--- src/sv/assert_macros.svh ---
// Assertion macros for the RTL files of the compositor.
`ifndef ASSERT_MACROS_SVH
`define ASSERT_MACROS_SVH

// Clocked assertion, disabled while reset is asserted.
`define AOC_ASSERT(label, prop, msg) \
    label: assert property (@(posedge clk) disable iff (!rst_n) prop) else $error(msg);

// Clocked assertion that also holds while reset is asserted.
`define AOC_ASSERT_ALWAYS(label, prop, msg) \
    label: assert property (@(posedge clk) prop) else $error(msg);

`endif

--- src/sv/aoc_pkg.sv ---
// Types, constants and helper functions of the alpha-over compositor.
`timescale 1ns / 1ps
`default_nettype none

package aoc_pkg;

    localparam int ADDR_W       = 12;
    localparam int PIX_W        = 8;
    localparam int NCH          = 3;
    localparam int PROD_W       = 2 * PIX_W;
    localparam int NUM_W        = 3 * PIX_W;
    localparam int DEN_W        = 2 * PIX_W;
    localparam int REM_W        = NUM_W + 1;
    localparam int DVS_W        = DEN_W + 1;
    localparam int BITS_PER_STG = 2;
    localparam int DIV_STAGES   = PIX_W / BITS_PER_STG;
    localparam int FRONT_STAGES = 3;
    localparam int NSTG         = FRONT_STAGES + DIV_STAGES;

    // floor(x / 255) == (x * 32897) >> 23 for every x below 2^16
    localparam int ALPHA_PROD_W = 32;
    localparam int ALPHA_LSB    = 23;
    localparam logic [ALPHA_PROD_W-1:0] RECIP_255 = ALPHA_PROD_W'(32897);
    localparam logic [ALPHA_PROD_W-1:0] HALF_255  = ALPHA_PROD_W'(127);
    localparam logic [PIX_W-1:0]        PIX_MAX   = {PIX_W{1'b1}};

    typedef enum logic [0:0] {
        MODE_GRAY = 1'b0,
        MODE_RGBA = 1'b1
    } chan_mode_t;

    typedef logic [NCH-1:0][PIX_W-1:0] pix_vec_t;

    // stage 1: alpha weights
    typedef struct packed {
        logic [ADDR_W-1:0] row;
        logic [ADDR_W-1:0] col;
        pix_vec_t          src;
        pix_vec_t          dst;
        chan_mode_t        mode;
        logic [PROD_W-1:0] s_wt;
        logic [PROD_W-1:0] d_wt;
    } mul_t;

    // stage 2: weighted sums
    typedef struct packed {
        logic [ADDR_W-1:0]          row;
        logic [ADDR_W-1:0]          col;
        pix_vec_t                   dst;
        chan_mode_t                 mode;
        logic [NCH-1:0][NUM_W-1:0]  num;
        logic [DEN_W-1:0]           den;
    } sum_t;

    // stage 3 and the divider stages
    typedef struct packed {
        logic [ADDR_W-1:0]          row;
        logic [ADDR_W-1:0]          col;
        pix_vec_t                   dst;
        chan_mode_t                 mode;
        logic                       den_zero;
        logic [PIX_W-1:0]           alpha;
        logic [NCH-1:0][REM_W-1:0]  rem;
        logic [DVS_W-1:0]           dvs;
        pix_vec_t                   quo;
    } div_t;

    typedef struct packed {
        logic [REM_W-1:0] rem;
        logic             qbit;
    } div_res_t;

    // One restoring step: try to take divisor << sh out of the remainder.
    function automatic div_res_t div_step(logic [REM_W-1:0] rem, logic [DVS_W-1:0] dvs,
                                          int sh);
        logic [REM_W-1:0] trial;
        div_res_t         res;
        trial = REM_W'(dvs) << sh;
        if (rem >= trial)
        begin
            res.rem  = rem - trial;
            res.qbit = 1'b1;
        end
        else
        begin
            res.rem  = rem;
            res.qbit = 1'b0;
        end
        return res;
    endfunction

endpackage

`default_nettype wire

--- src/sv/alpha_over_compositor_top.sv ---
// Source-over compositing of straight-alpha pixels, one pixel per clock while out_ready is high.
//
// Channels: the input channel (in_valid/in_ready) carries the write-back address
// plus source and destination pixels; the output channel (out_valid/out_ready)
// returns the address, the blended colour channels and the combined alpha.
// The cfg channel (cfg_valid/cfg_ready/cfg_data) writes channel_mode: 0 blends
// channel 0 only (gray plus alpha), 1 blends all three colour channels. Write it
// only while no beat is in flight; cfg_ready is always high.
// Throughput: one beat per cycle while out_ready stays high, set by a 7-stage
// pipeline: alpha weights, weighted sums, rounding setup with the alpha reciprocal
// multiply, then a 4-stage restoring divider retiring 2 quotient bits per stage
// for each colour channel.
// Reset: all stages empty, channel_mode returns to RGBA.
// Stall: when out_ready is low the stages fill up behind the waiting beat;
// in_ready drops only once every stage holds a beat. Nothing is lost or repeated.
`timescale 1ns / 1ps
`default_nettype none
`include "assert_macros.svh"

module alpha_over_compositor_top
    import aoc_pkg::*;
(
    input  wire logic                clk,
    input  wire logic                rst_n,
    input  wire logic                cfg_valid,
    output logic                     cfg_ready,
    input  wire logic                cfg_data,
    input  wire logic                in_valid,
    output logic                     in_ready,
    input  wire logic [ADDR_W-1:0]   in_row,
    input  wire logic [ADDR_W-1:0]   in_col,
    input  wire logic [PIX_W-1:0]    src_c0,
    input  wire logic [PIX_W-1:0]    src_c1,
    input  wire logic [PIX_W-1:0]    src_c2,
    input  wire logic [PIX_W-1:0]    src_opacity,
    input  wire logic [PIX_W-1:0]    dst_c0,
    input  wire logic [PIX_W-1:0]    dst_c1,
    input  wire logic [PIX_W-1:0]    dst_c2,
    input  wire logic [PIX_W-1:0]    dst_alpha,
    output logic                     out_valid,
    input  wire logic                out_ready,
    output logic [ADDR_W-1:0]        out_row,
    output logic [ADDR_W-1:0]        out_col,
    output logic [PIX_W-1:0]         out_c0,
    output logic [PIX_W-1:0]         out_c1,
    output logic [PIX_W-1:0]         out_c2,
    output logic [PIX_W-1:0]         out_opacity
);

    chan_mode_t       mode_reg;
    logic [NSTG-1:0]  vld_reg;
    logic [NSTG:0]    en;

    mul_t             mul_reg, mul_next;
    sum_t             sum_reg, sum_next;
    div_t             prep_reg, prep_next;
    div_t             dv_reg  [DIV_STAGES];
    div_t             dv_in   [DIV_STAGES];
    div_t             dv_next [DIV_STAGES];
    div_t             last;

    // configuration register
    assign cfg_ready = 1'b1;

    always_ff @(posedge clk or negedge rst_n)
    begin
        if (!rst_n)
            mode_reg <= MODE_RGBA;
        else if (cfg_valid && cfg_ready)
            mode_reg <= chan_mode_t'(cfg_data);
    end

    // stage enables: a stage loads when it is empty or its contents move on
    always_comb
    begin
        en[NSTG] = out_ready;
        for (int k = NSTG - 1; k >= 0; k--)
            en[k] = !vld_reg[k] || en[k+1];
    end

    assign in_ready = en[0];

    always_ff @(posedge clk or negedge rst_n)
    begin
        if (!rst_n)
            vld_reg <= '0;
        else
        begin
            if (en[0])
                vld_reg[0] <= in_valid;
            for (int k = 1; k < NSTG; k++)
            begin
                if (en[k])
                    vld_reg[k] <= vld_reg[k-1];
            end
        end
    end

    // stage 1: source weight S*255 and destination weight D*(255-S)
    always_comb
    begin
        mul_next.row  = in_row;
        mul_next.col  = in_col;
        mul_next.src  = {src_c2, src_c1, src_c0};
        mul_next.dst  = {dst_c2, dst_c1, dst_c0};
        mul_next.mode = mode_reg;
        mul_next.s_wt = {src_opacity, {PIX_W{1'b0}}} - PROD_W'(src_opacity);
        mul_next.d_wt = PROD_W'(dst_alpha) * PROD_W'(PIX_MAX - src_opacity);
    end

    // stage 2: per-channel weighted sums and the common denominator
    always_comb
    begin
        sum_next.row  = mul_reg.row;
        sum_next.col  = mul_reg.col;
        sum_next.dst  = mul_reg.dst;
        sum_next.mode = mul_reg.mode;
        sum_next.den  = DEN_W'(mul_reg.s_wt) + DEN_W'(mul_reg.d_wt);
        for (int c = 0; c < NCH; c++)
            sum_next.num[c] = NUM_W'(mul_reg.s_wt) * NUM_W'(mul_reg.src[c])
                            + NUM_W'(mul_reg.d_wt) * NUM_W'(mul_reg.dst[c]);
    end

    // stage 3: round half up as (2*num + den) / (2*den); alpha by reciprocal
    always_comb
    begin
        logic [ALPHA_PROD_W-1:0] aprod;
        aprod = (ALPHA_PROD_W'(sum_reg.den) + HALF_255) * RECIP_255;
        prep_next.row      = sum_reg.row;
        prep_next.col      = sum_reg.col;
        prep_next.dst      = sum_reg.dst;
        prep_next.mode     = sum_reg.mode;
        prep_next.den_zero = (sum_reg.den == '0);
        prep_next.alpha    = aprod[ALPHA_LSB +: PIX_W];
        prep_next.dvs      = {sum_reg.den, 1'b0};
        prep_next.quo      = '0;
        for (int c = 0; c < NCH; c++)
            prep_next.rem[c] = {sum_reg.num[c], 1'b0} + REM_W'(sum_reg.den);
    end

    always_ff @(posedge clk)
    begin
        if (en[0])
            mul_reg <= mul_next;
        if (en[1])
            sum_reg <= sum_next;
        if (en[2])
            prep_reg <= prep_next;
    end

    // divider: each stage retires the next two quotient bits, MSB first
    for (genvar j = 0; j < DIV_STAGES; j++)
    begin : g_div
        localparam int SH_HI = PIX_W - 1 - BITS_PER_STG * j;

        if (j == 0)
        begin : g_first
            assign dv_in[j] = prep_reg;
        end
        else
        begin : g_rest
            assign dv_in[j] = dv_reg[j-1];
        end

        always_comb
        begin
            div_res_t hi;
            div_res_t lo;
            dv_next[j] = dv_in[j];
            for (int c = 0; c < NCH; c++)
            begin
                hi = div_step(dv_in[j].rem[c], dv_in[j].dvs, SH_HI);
                lo = div_step(hi.rem, dv_in[j].dvs, SH_HI - 1);
                dv_next[j].rem[c] = lo.rem;
                dv_next[j].quo[c] = {dv_in[j].quo[c][PIX_W-BITS_PER_STG-1:0],
                                     hi.qbit, lo.qbit};
            end
        end

        always_ff @(posedge clk)
        begin
            if (en[FRONT_STAGES + j])
                dv_reg[j] <= dv_next[j];
        end
    end

    // output beat: pass the destination where nothing is blended
    assign last        = dv_reg[DIV_STAGES-1];
    assign out_valid   = vld_reg[NSTG-1];
    assign out_row     = last.row;
    assign out_col     = last.col;
    assign out_opacity = last.alpha;

    always_comb
    begin
        out_c0 = last.den_zero ? last.dst[0] : last.quo[0];
        out_c1 = last.dst[1];
        out_c2 = last.dst[2];
        if (last.mode == MODE_RGBA && !last.den_zero)
        begin
            out_c1 = last.quo[1];
            out_c2 = last.quo[2];
        end
    end

    `AOC_ASSERT(a_accept_fills_first, (in_valid && in_ready) |=> vld_reg[0], "beat lost at entry")
    `AOC_ASSERT(a_stall_only_when_full, !in_ready |-> ((&vld_reg) && !out_ready), "early stall")
    `AOC_ASSERT(a_zero_den_alpha, (out_valid && last.den_zero) |-> out_opacity == '0, "alpha set")
    `AOC_ASSERT_ALWAYS(a_reset_empty, !rst_n |-> (vld_reg == '0), "pipeline not empty in reset")

endmodule

`default_nettype wire
--- config.mk ---
export PLATFORM = sky130hd
export DESIGN_NAME = alpha_over_compositor_top
export DESIGN_NICKNAME = d
export VERILOG_FILES = /design/src/sv/aoc_pkg.sv /design/src/sv/alpha_over_compositor_top.sv
export VERILOG_INCLUDE_DIRS = /design/src /design/src/sv
export SDC_FILE = /design/constraint.sdc
export NUM_CORES = 2
export LEC_CHECK = 0
export BUFFER_PORTS_ARGS = -buffer_cell sky130_fd_sc_hd__buf_2
export CORE_MARGIN = 2
export CORE_UTILIZATION = 60
export DETAILED_ROUTE_END_ITERATION = 10
export GPL_TIMING_DRIVEN = 1
export PLACE_DENSITY = 0.82
export REMOVE_ABC_BUFFERS = 1
export SLEW_MARGIN = 25
export SYNTH_ARGS = -nofsm -noshare
export SYNTH_HDL_FRONTEND = slang
export SYNTH_SLANG_ARGS = --single-unit
export TNS_END_PERCENT = 10
--- constraint.sdc ---
create_clock -name clk -period 17.9 [get_ports clk]
set_input_delay 3.58 -clock clk [delete_from_list [all_inputs] [get_ports clk]]
set_output_delay 3.58 -clock clk [all_outputs]
set_load 0.02 [all_outputs]
==> qor.txt <==
RUN STATUS
--------------------------------------------------------------------------------------------------
Result of the run                                                                     complete, no violations

STA
--------------------------------------------------------------------------------------------------
Final Max Slew Viols                                                                             0
Total negative setup slack                                                                    0 ns
Final critical path time including I/O delays and setup                                   9.511 ns
Layout Skew                                                                             0.06419 ns
Unrepaired setup endpoints after global routing                                              false
Hold Vio Cnt, Final                                                                              0
Max-Slew Margin vs Limit                                                                    26.38%
Measured slew at the worst slew-check pin                                                 1.104 ns
Final number of setup-violating endpoints                                                        0
Maximum clock rate                                                                      0.1051 GHz
Crit share post-route                                                                       53.13%

CLOCK TREE
--------------------------------------------------------------------------------------------------
Clock latency at the later pin of the worst-skew pair                                      0.77 ns
# clock sinks                                                                                  952
Post-CTS Setup Bufs                                                                              0
Worst-case clock buffer depth                                                                    3
Hold-fix buffer count after cts                                                                  0
Number of gates resized after CTS                                                                0
Clock root buffer master                                                                 clkbuf_16
Clock transition time at the flip-flop clock pins of the worst setup and hold paths        0.06 ns
Number of buffers inserted during clock tree synthesis                                         100
TritonCTS clock tree                                                                         built
# H-tree levels                                                                                  3

PLACED DESIGN
--------------------------------------------------------------------------------------------------
Placed Cells incl. Taps                                                                      9,529
HPWL Detailed                                                                           148,900 µm
Gp weighted congestion                                                                      0.9328
I/O Buffers                                                                                    151

WORST SETUP PATH
--------------------------------------------------------------------------------------------------
Critical path type                                                                       in -> out
Largest fanout on the critical path                                                             31
Worst path max stage delay                                                                 0.75 ns
Worst path slowest cell                                                                     nor2_1
Cell family with most CP delay                                                        simple AND/OR/NAND/NOR gates
Startpoint class of the critical path                                                    input pin
Data required time of the critical path                                                   14.32 ns
CP bufs+invs                                                                                     2
CP most frequent cell                                                                        buf_2
CP Capture Type                                                                        output port
CP cell instances                                                                     buf_2, nor2b_1, nand3_4, nor2_1, nand4_1, buf_2
Signal arrival time at the worst endpoint                                                  5.93 ns

FINISH
--------------------------------------------------------------------------------------------------
Final #Nets                                                                                  9,399
Number of flip-flops in the largest register                                                   556
Utilization after layout                                                                    64.87%
Leading cell type in the layout, fill and taps excluded                                      inv_1
Number of standard cells in the final layout excluding fillers                               9,718
Commonest cells after routing, fill and taps aside                                    inv_1 (1,004), edfxtp_1 (944), nand2_1 (790)
Layout overhead on the synthesized area                                                     7.474%
Share of layout cells above drive strength 1                                                7.637%
Fill cell count                                                                             10,200

GLOBAL ROUTE
--------------------------------------------------------------------------------------------------
Number of antenna violations at the first check in global routing                                4
Global routing met2 resource utilization                                                    47.48%
Overall Global Routing Usage                                                                28.31%
Global-route wire length before repair                                                  310,600 µm
Layer with the highest usage after global routing                                             met2
Pin count of the biggest net entering global routing                                            84
Number of global-route vias before repair                                                   58,370
Met1 usage in global routing                                                                35.36%
GR Util met3                                                                                3.954%
GRT Residual Overflow                                                                            0

SYNTH
--------------------------------------------------------------------------------------------------
Number of warnings issued by yosys                                                               0
Post-synth design cell area                                                             81,560 µm²
Largest area contributor in the synthesized netlist                                       edfxtp_1
Post-synthesis async set-or-reset flop share                                               0.8403%
Top cells by area, synth                                                              edfxtp_1 (35%), fa_1 (17%), ha_1 (12%)
Main flop type after synthesis                                                            edfxtp_1
Post-Syn Area per Cell                                                                   10.54 µm²
Portion of synthesized cell area occupied by the leading cell type                          34.76%
Part of the Yosys area used for sequential elements                                         35.00%
Number of synthesized register bits                                                            952
Synthesized instance count                                                                   7,741
Unique masters post-synth                                                                       97
Number of synthesized flops with an enable pin                                                 944

ROUTING
--------------------------------------------------------------------------------------------------
DRC violation count after routing                                                                0
Via density per instance                                                                     5.873
Wire length after detailed routing                                                      195,700 µm
DR WL/cell                                                                                20.13 µm
Vias                                                                                        57,070
Pre-Repair DR Iteration Count                                                                    8
Starting DRT DRC Count                                                                       4,211
Final ANT Viol Nets                                                                              0

FLOORPLAN
--------------------------------------------------------------------------------------------------
Total Die Area                                                                         138,900 µm²
Y dimension of the die                                                                    372.7 µm
Die Width                                                                                 372.7 µm
Number of placement rows                                                                       135
I/O pin cnt                                                                                    153
Initial Utilization                                                                         60.36%
Core box area                                                                          135,100 µm²

RUN
--------------------------------------------------------------------------------------------------
Max-cap viol count                                                                               0

MIN PATH
--------------------------------------------------------------------------------------------------
Min-Delay Path Class                                                                    reg -> reg

-- metal layers --
| layer | vias up | routed length [µm] |
|---|---|---|
| met5 | - | 38 |
| met4 | 6 | 12410 |
| met3 | 571 | 12740 |
| met2 | 2104 | 93150 |
| met1 | 27650 | 77320 |
| li1 | 26740 | - |
-- cell type report --
type	count	area [µm²]	area share, %
Multi-Input combinational cell	5562	48320	55.12
Timing Repair Buffer	223	1315	1.500
Clock buffer	116	2613	2.980
Tap cell	1781	2228	2.542
Inverter	1013	3810	4.346
Sequential cell	952	28550	32.57
Antenna cell	2	5.005	0.005710
Clock inverter	69	822.0	0.9378
-- cells by family after synthesis --
group                      Yosys count  synth area share, %
other                                1             0.004598
and+or+nand+nor                   2169                13.09
AOI/OAI and AO/OA                 1321                10.34
buffers and inverters             1227                5.819
DFF                                952                35.00
adders and majority gates         1453                28.60
xor gates and xnor gates           442                4.746
muxes                              176                2.392
-- synthesized netlist by cell type, types with 14 or more instances --
cell type  number
nand4_1        64
xnor2_1       288
nand3_1       101
mux2i_1        25
or4_1          18
nor3_1         96
o21a_1         61
nand2b_1       90
o31ai_1        45
nor2_1        349
buf_4          34
a211oi_1       45
xor2_1        154
edfxtp_1      944
o211ai_1       17
and4_1         16
a31oi_1        39
o21bai_1       43
ha_1          767
inv_1        1006
a211o_1        15
fa_1          686
and3_1         46
nand2_1       792
and2_1        359
a21oi_1       376
a21boi_0       34
o41ai_1        14
a2111oi_0      15
nor2b_1       107
clkbuf_1      166
nor4_1         26
a21o_1        199
mux2_2        151
or3_1          32
or2_2          22
o21ai_0       296
nand3b_1       14
-- through the flow --
step                      cell area (µm²)  hold WS [ns]  worst slack, ns
after detailed placement            84190        0.4045            8.361
after global placement              84170        0.4002            8.500
after global routing                87650        0.3923            8.173
after floorplan                     80620        0.4003            2.242
after CTS                           87620        0.3811            8.364
final                               87660        0.3853            8.389
-- final timing paths --
path	startpoint	to	slack, ns	cells after the start
min in group asynchronous	rst_n	vld_reg[2]	2.66	1
min	dv_reg[1][131]	dv_reg[2][131]	0.39	0
max	out_ready	in_ready	8.39	6
max in group asynchronous	rst_n	mode_reg	15.00	1
min reg2reg	dv_reg[1][131]	dv_reg[2][131]	0.39	0
max reg2reg	mul_reg[41]	sum_reg[63]	10.30	22
Power is not shown: default switching activity piles up to over one toggle a cycle in this logic, so the estimate is an artifact.
